$ cat src/rtl/packed_palette_index_unpacker_top_assert.svh
// ----------------------------------------------------------------------------
// Assertion macros for the packed palette index unpacker
// Clocked on aclk, disabled while aresetn is low; empty under SYNTHESIS.
// ----------------------------------------------------------------------------
`ifndef PACKED_PALETTE_INDEX_UNPACKER_TOP_ASSERT_SVH
`define PACKED_PALETTE_INDEX_UNPACKER_TOP_ASSERT_SVH

`ifndef SYNTHESIS

// holds at every edge out of reset
`define PPIU_ASSERT(label, prop, msg) \
    label: assert property (@(posedge aclk) disable iff (!aresetn) (prop)) else $error(msg);

// consequent holds after the antecedent (non-overlapping implication)
`define PPIU_ASSERT_NEXT(label, ante, cons, msg) \
    label: assert property (@(posedge aclk) disable iff (!aresetn) (ante) |=> (cons)) \
        else $error(msg);

`else

`define PPIU_ASSERT(label, prop, msg)
`define PPIU_ASSERT_NEXT(label, ante, cons, msg)

`endif

`endif

$ cat src/rtl/ppiu_pkg.sv
// ----------------------------------------------------------------------------
// ppiu_pkg
// Constants and helper functions for the packed palette index unpacker.
// ----------------------------------------------------------------------------
`default_nettype none

package ppiu_pkg;

    localparam int BLOCKS_PER_SECTION_DEF = 4096;
    localparam int MAX_ENTRY_BITS_DEF     = 12;
    localparam int WORD_BITS              = 64;
    localparam int MIN_ENTRY_BITS         = 4;
    localparam int PALETTE_W              = 13;
    localparam int INDEX_W                = 12;
    localparam int BLOCK_NUM_W            = 12;
    localparam int WIDTH_W                = 5;
    localparam int REM_W                  = 5;
    localparam int TDATA_W                = 24;
    localparam int TUSER_W                = 2;

    localparam logic [PALETTE_W-1:0] PALETTE_SIZE_RESET = 13'd16;

    // max(MIN_ENTRY_BITS, ceil(log2(n))), capped at max_bits
    function automatic logic [WIDTH_W-1:0] entry_width(
        input logic [PALETTE_W-1:0] n,
        input int                   max_bits
    );
        logic [WIDTH_W-1:0] w;
        w = '0;
        for (int i = 0; i < 16; i++) begin
            if ((17'd1 << i) < {4'd0, n}) begin
                w = WIDTH_W'(i + 1);
            end
        end
        if (w < WIDTH_W'(MIN_ENTRY_BITS)) begin
            w = WIDTH_W'(MIN_ENTRY_BITS);
        end
        if (w > WIDTH_W'(max_bits)) begin
            w = WIDTH_W'(max_bits);
        end
        return w;
    endfunction

    // entries that fit in one 64-bit word without spanning
    function automatic logic [REM_W-1:0] entries_per_word(input logic [WIDTH_W-1:0] w);
        logic [REM_W-1:0] per;
        case (w)
            5'd4:    per = 5'd16;
            5'd5:    per = 5'd12;
            5'd6:    per = 5'd10;
            5'd7:    per = 5'd9;
            5'd8:    per = 5'd8;
            5'd9:    per = 5'd7;
            5'd10:   per = 5'd6;
            5'd11:   per = 5'd5;
            5'd12:   per = 5'd5;
            5'd13:   per = 5'd4;
            5'd14:   per = 5'd4;
            5'd15:   per = 5'd4;
            5'd16:   per = 5'd4;
            default: per = 5'd16;
        endcase
        return per;
    endfunction

endpackage

`default_nettype wire

$ cat src/rtl/packed_palette_index_unpacker_top.sv
// ----------------------------------------------------------------------------
// packed_palette_index_unpacker_top
// Unpacks 64-bit words of fixed-width palette indices, one index per beat.
//
// s_* channel: one 64-bit packed word per beat. m_* channel: one palette
// index per beat, with its block number, an out-of-palette flag, the last
// entry of the word on m_tlast and the last entry of the section on
// m_tuser[1]. cfg_wr_en/cfg_wr_data set the palette size; the user must
// write it only while idle, as the block does not enforce this. The size
// fixes the entry width W = max(4, ceil(log2(size))), capped at
// MAX_ENTRY_BITS; a word yields floor(64/W) entries, low bits first.
// One 64-bit shifter, driven by a small sequencer, peels one entry per cycle
// while the output is not stalled. s_tready is low while a word is being
// unpacked. A stalled output holds its beat in the output register and
// the shifter waits.
// Reset: palette size 16, block counter 0, both channels empty. The block
// counter wraps after BLOCKS_PER_SECTION entries; the rest of that word is
// dropped.
// ----------------------------------------------------------------------------
`default_nettype none

`include "packed_palette_index_unpacker_top_assert.svh"

module packed_palette_index_unpacker_top
    import ppiu_pkg::*;
#(
    parameter int BLOCKS_PER_SECTION = BLOCKS_PER_SECTION_DEF,
    parameter int MAX_ENTRY_BITS     = MAX_ENTRY_BITS_DEF
) (
    input  wire logic                   aclk,
    input  wire logic                   aresetn,

    input  wire logic                   cfg_wr_en,
    input  wire logic [PALETTE_W-1:0]   cfg_wr_data,   // palette_size

    input  wire logic                   s_tvalid,
    output      logic                   s_tready,
    input  wire logic [WORD_BITS-1:0]   s_tdata,       // packed_word

    output      logic                   m_tvalid,
    input  wire logic                   m_tready,
    output      logic [TDATA_W-1:0]     m_tdata,       // palette_index[11:0], block_number[23:12]
    output      logic                   m_tlast,       // last_of_word
    output      logic [TUSER_W-1:0]     m_tuser        // out_of_palette[0], last_of_section[1]
);

    localparam int CNT_W = $clog2(BLOCKS_PER_SECTION);
    localparam logic [CNT_W-1:0] CNT_LAST = CNT_W'(BLOCKS_PER_SECTION - 1);
    localparam int CMP_W = (MAX_ENTRY_BITS > PALETTE_W) ? MAX_ENTRY_BITS + 1 : PALETTE_W + 1;

    typedef enum logic [0:0] {
        ST_IDLE,
        ST_RUN
    } state_t;

    state_t                     state_reg,   state_next;
    logic [PALETTE_W-1:0]       palette_reg, palette_next;
    logic [WIDTH_W-1:0]         width_reg,   width_next;
    logic [REM_W-1:0]           per_reg,     per_next;
    logic [REM_W-1:0]           remain_reg,  remain_next;
    logic [CNT_W-1:0]           cnt_reg,     cnt_next;
    logic [WORD_BITS-1:0]       word_reg,    word_next;
    logic                       m_valid_reg, m_valid_next;
    logic [INDEX_W-1:0]         pidx_reg,    pidx_next;
    logic [BLOCK_NUM_W-1:0]     bnum_reg,    bnum_next;
    logic                       oop_reg,     oop_next;
    logic                       low_reg,     low_next;
    logic                       los_reg,     los_next;

    logic                       emit;
    logic                       sec_end;
    logic                       last_entry;
    logic [MAX_ENTRY_BITS-1:0]  idx;
    logic [MAX_ENTRY_BITS+INDEX_W-1:0] idx_ext;
    logic [CNT_W+BLOCK_NUM_W-1:0]      cnt_ext;

    assign emit       = (state_reg == ST_RUN) && (!m_valid_reg || m_tready);
    assign sec_end    = (cnt_reg == CNT_LAST);
    assign last_entry = sec_end || (remain_reg == REM_W'(1));
    assign idx        = word_reg[MAX_ENTRY_BITS-1:0]
                        & ~({MAX_ENTRY_BITS{1'b1}} << width_reg);
    assign idx_ext    = {{INDEX_W{1'b0}}, idx};
    assign cnt_ext    = {{BLOCK_NUM_W{1'b0}}, cnt_reg};

    always_comb begin
        state_next   = state_reg;
        palette_next = palette_reg;
        width_next   = width_reg;
        per_next     = per_reg;
        remain_next  = remain_reg;
        cnt_next     = cnt_reg;
        word_next    = word_reg;
        pidx_next    = pidx_reg;
        bnum_next    = bnum_reg;
        oop_next     = oop_reg;
        low_next     = low_reg;
        los_next     = los_reg;
        m_valid_next = m_tready ? 1'b0 : m_valid_reg;

        if (cfg_wr_en) begin
            palette_next = cfg_wr_data;
            width_next   = entry_width(cfg_wr_data, MAX_ENTRY_BITS);
            per_next     = entries_per_word(width_next);
        end

        case (state_reg)
            ST_IDLE: begin
                if (s_tvalid) begin
                    word_next   = s_tdata;
                    remain_next = per_reg;
                    state_next  = ST_RUN;
                end
            end
            ST_RUN: begin
                if (emit) begin
                    m_valid_next = 1'b1;
                    pidx_next    = idx_ext[INDEX_W-1:0];
                    bnum_next    = cnt_ext[BLOCK_NUM_W-1:0];
                    oop_next     = (CMP_W'(idx) >= CMP_W'(palette_reg));
                    low_next     = last_entry;
                    los_next     = sec_end;
                    word_next    = word_reg >> width_reg;
                    remain_next  = remain_reg - REM_W'(1);
                    cnt_next     = sec_end ? '0 : cnt_reg + CNT_W'(1);
                    if (last_entry) begin
                        state_next = ST_IDLE;
                    end
                end
            end
            default: begin
                state_next = ST_IDLE;
            end
        endcase
    end

    always_ff @(posedge aclk) begin
        if (!aresetn) begin
            state_reg   <= ST_IDLE;
            palette_reg <= PALETTE_SIZE_RESET;
            width_reg   <= entry_width(PALETTE_SIZE_RESET, MAX_ENTRY_BITS);
            per_reg     <= entries_per_word(entry_width(PALETTE_SIZE_RESET, MAX_ENTRY_BITS));
            remain_reg  <= '0;
            cnt_reg     <= '0;
            m_valid_reg <= 1'b0;
        end else begin
            state_reg   <= state_next;
            palette_reg <= palette_next;
            width_reg   <= width_next;
            per_reg     <= per_next;
            remain_reg  <= remain_next;
            cnt_reg     <= cnt_next;
            m_valid_reg <= m_valid_next;
            word_reg    <= word_next;
            pidx_reg    <= pidx_next;
            bnum_reg    <= bnum_next;
            oop_reg     <= oop_next;
            low_reg     <= low_next;
            los_reg     <= los_next;
        end
    end

    assign s_tready = (state_reg == ST_IDLE);
    assign m_tvalid = m_valid_reg;
    assign m_tdata  = {bnum_reg, pidx_reg};
    assign m_tlast  = low_reg;
    assign m_tuser  = {los_reg, oop_reg};

    `PPIU_ASSERT_NEXT(a_accept_starts_run, s_tvalid && s_tready, state_reg == ST_RUN,
        "accepted word did not start unpacking")
    `PPIU_ASSERT(a_cnt_in_section, cnt_reg <= CNT_LAST, "block counter beyond section end")
    `PPIU_ASSERT(a_run_has_entries, (state_reg != ST_RUN) || (remain_reg != '0),
        "unpacking with no entries left")
    `PPIU_ASSERT_NEXT(a_section_wraps, emit && sec_end, cnt_reg == '0 && state_reg == ST_IDLE,
        "section end did not wrap counter and end the word")
    `PPIU_ASSERT(a_width_range, (width_reg >= WIDTH_W'(MIN_ENTRY_BITS))
        && (width_reg <= WIDTH_W'(MAX_ENTRY_BITS)), "entry width out of range")

endmodule

`default_nettype wire

$ cat config.mk
export PLATFORM = sky130hd
export DESIGN_NAME = packed_palette_index_unpacker_top
export DESIGN_NICKNAME = d
export VERILOG_FILES = /design/src/rtl/ppiu_pkg.sv /design/src/rtl/packed_palette_index_unpacker_top.sv
export VERILOG_INCLUDE_DIRS = /design/src /design/src/rtl
export SDC_FILE = /design/constraint.sdc
export NUM_CORES = 1
export LEC_CHECK = 0
export ABC_AREA = 1
export BUFFER_PORTS_ARGS = -buffer_cell sky130_fd_sc_hd__buf_4
export CORE_ASPECT_RATIO = 0.75
export CORE_MARGIN = 2
export CORE_UTILIZATION = 59
export DETAILED_ROUTE_END_ITERATION = 8
export PLACE_DENSITY_LB_ADDON = 0.1
export SLEW_MARGIN = 0
export SYNTH_ARGS = -nofsm -noshare
export SYNTH_HDL_FRONTEND = slang
export SYNTH_SLANG_ARGS = --single-unit
$ cat constraint.sdc
create_clock -name aclk -period 4.95 [get_ports aclk]
set_input_delay 0.99 -clock aclk [delete_from_list [all_inputs] [get_ports aclk]]
set_output_delay 0.99 -clock aclk [all_outputs]
set_load 0.01 [all_outputs]
==> metrics <==
setup violators final 0; boundary pin count 111; vias 8114; Area Growth Syn to Fin 16.38%; TritonRoute pass-1 iters 6; TritonCTS clock tree built; Seq/Total Area, Yosys 42.41%; Sum Neg Setup Slack 0 ns; Rel. slew slack 20.84%; max-cap violations 0; worst slew pin tran 1.186 ns; clock buffer count from CTS 17; num rows 37; Buffers on Ports 110; EDFF count, synth 91; postcts setup bufs 0; synthesized cell area 8378 um2; VDD IR max 0.2499 mV; placed insts 1379; residual DRC count 0; Hold WC Path Type flip-flop to flip-flop; number of diodes 0; final hold violations 0; yosys warns 0; synthesized instance count 1155; Netlist cell types 47; clock transition at the registers of the reported paths 0.07 ns; final worst clock skew 0.006343 ns; leak pwr 4.235 nW; nets 1325; power per cell area 325.7 nW/um2; Final Worst Setup Slack 1.768 ns; max reg flops 64; RSZ-0062 raised after global routing no; gr usage total 30.31%; outcome complete, no violations; fin crit share 64.28%; Wirelength per Cell 15.77 um; Clock Sinks 132; hpwl dp 15780 um; GP Congestion 0.9316; CP Capture Type primary output; vias per cell 5.751; Syn Nets 1257; vias in the first global route 7082; ANT nets after route 0; initial antenna violation count 0; fmax 314.3 MHz; crit-path max FO 42; pins over their slew limit 0; Req. time, crit path 3.96 ns; Core ar. 13800 um2; Yosys reg bits 132; pin count of the biggest net entering global routing 63; Worst setup SP type flip-flop; finished layout cell area 9751 um2; DR iter-0 viols 1213; share of layout cells above drive strength 1 15.37%; post-CTS sizing 0; worst endpoint data arrival time 2.19 ns; dpl ws 1.928 ns; Die ar. 15180 um2; first-pass GRT wire length 36200 um; Die Wd 141.6 um; Worst-Skew Late Latency 0.42 ns; Tmin final 3.182 ns; post-synthesis async set-or-reset flop share 0%; Mean Syn Cell Area 7.254 um2; buffer depth of the longest clock path 2; Hold-fix buffers, CTS 0; die height 107.2 um; Congestion Overflow GR 0; Synth Flop Type edfxtp_1; Layout Utilization 70.68%; critical path class flip-flop to primary output; CTS H-tree depth 4; Root Buffer clkbuf_16; Finished Layout Cells 1411; Initial Util 60.73%; Placed Area 9190 um2; aggregate routed wire length 22250 um
synthesized netlist by cell type (2+ instances only):
cell type | instances | area [um2]
nand2_1 | 400 | 1501
o21ai_0 | 124 | 620.6
nand3_1 | 97 | 485.5
edfxtp_1 | 91 | 2733
inv_1 | 87 | 326.6
nor2_1 | 42 | 157.7
a21oi_1 | 41 | 205.2
dfxtp_1 | 41 | 820.8
o21ai_1 | 34 | 170.2
clkbuf_1 | 31 | 116.4
buf_2 | 20 | 100.1
ha_1 | 20 | 250.2
buf_1 | 11 | 41.29
mux2i_1 | 10 | 100.1
nor3_1 | 10 | 50.05
o211ai_1 | 9 | 67.56
a211oi_1 | 8 | 60.06
a31oi_1 | 7 | 43.79
inv_2 | 7 | 26.28
nor2_2 | 7 | 43.79
nand2_2 | 6 | 37.54
o221ai_1 | 6 | 52.55
buf_4 | 5 | 37.54
xor2_1 | 4 | 35.03
a21oi_2 | 3 | 26.28
a22oi_1 | 3 | 22.52
nand4_1 | 3 | 18.77
xnor2_1 | 3 | 26.28
and2_4 | 2 | 17.52
clkinv_2 | 2 | 10.01
nor3b_1 | 2 | 15.01
nor4_1 | 2 | 12.51
o21ai_2 | 2 | 17.52
o22ai_1 | 2 | 12.51
cell families after synthesis:
| family | share of synthesized area (%) |
|---|---|
| mux | 1.195 |
| xor+xnor | 0.7318 |
| fa+ha+maj | 2.987 |
| simple gates | 28.33 |
| flops | 42.41 |
| buf+inv | 8.035 |
| compound gates | 16.31 |
per-layer routing:
metal | global-route usage [%] | vias to the layer above | routed length, um
met5 | 0 | - | 0
met4 | 7.071 | 0 | 266
met3 | 7.459 | 35 | 2343
met2 | 42.61 | 444 | 9252
met1 | 46.76 | 3627 | 10390
li1 | - | 4008 | -
critical path, stage by stage (launching register included):
cell,delay (ns)
dfxtp_1,0.48
inv_2,0.64
buf_4,0.45
buf_4,0.19
final cells by class:
class                           count  area (um2)
Inverter                           97       366.6
Clock inverter                     15       135.1
Tap cell                          175       219.0
Fill cell                        1155        4045
Clock buffer                       17       425.4
Multi-Input combinational cell    858        4169
Timing Repair Buffer              117       878.3
Sequential cell                   132        3557
final timing paths:
| kind | from | end | slack [ns] | depth (start not counted) |
|---|---|---|---|---|
| hold / removal | cnt_reg[11] | bnum_reg[11] | 0.44 | 0 |
| setup / recovery | state_reg | s_tready | 1.77 | 3 |
| hold reg to reg | cnt_reg[11] | bnum_reg[11] | 0.44 | 0 |
| setup reg to reg | width_reg[2] | oop_reg | 1.87 | 14 |
stage by stage:
step	hold slack, ns	total power, mW
2_1_floorplan	0.4082	1.771
3_3_place_gp	0.4145	1.964
3_5_place_dp	0.4204	1.971
4_1_cts	0.4367	3.168
5_1_grt	0.4663	3.332
6_report	0.4436	3.176
power by group:
part	internal, mW	switching (mW)	total, mW
Clock	0.663	0.543	1.21
Sequential	1.28	0.0513	1.33
Combinational	0.223	0.419	0.643
layout by cell type (no fill, tap or decap), drive strengths merged:
| master | synthesis | routed |
|---|---|---|
| nand2 | 406 | 406 |
| o21ai | 161 | 161 |
| buf | 37 | 117 |
| inv | 94 | 105 |
| nand3 | 98 | 98 |
| edfxtp | 91 | 91 |
| nor2 | 50 | 50 |
| a21oi | 44 | 44 |
| dfxtp | 41 | 41 |
| ha | 20 | 20 |
| clkbuf | 31 | 17 |
| nor3 | 10 | 10 |
| mux2i | 10 | 10 |
| o211ai | 9 | 9 |
| a211oi | 8 | 8 |
| a31oi | 7 | 7 |
| o221ai | 6 | 6 |
| xor2 | 4 | 4 |
| clkinv | 3 | 4 |
| nand4 | 3 | 3 |
| a22oi | 3 | 3 |
| xnor2 | 3 | 3 |
| clkinvlp | 0 | 3 |
| and2 | 2 | 2 |
| o22ai | 2 | 2 |
| nor3b | 2 | 2 |
| nor4 | 2 | 2 |
| or2 | 2 | 2 |
| a31o | 1 | 1 |
| o31ai | 1 | 1 |
| a22o | 1 | 1 |
| o22a | 1 | 1 |
| a32oi | 1 | 1 |
| o41ai | 1 | 1 |
Note: power is estimated with default switching activity, not from simulation.
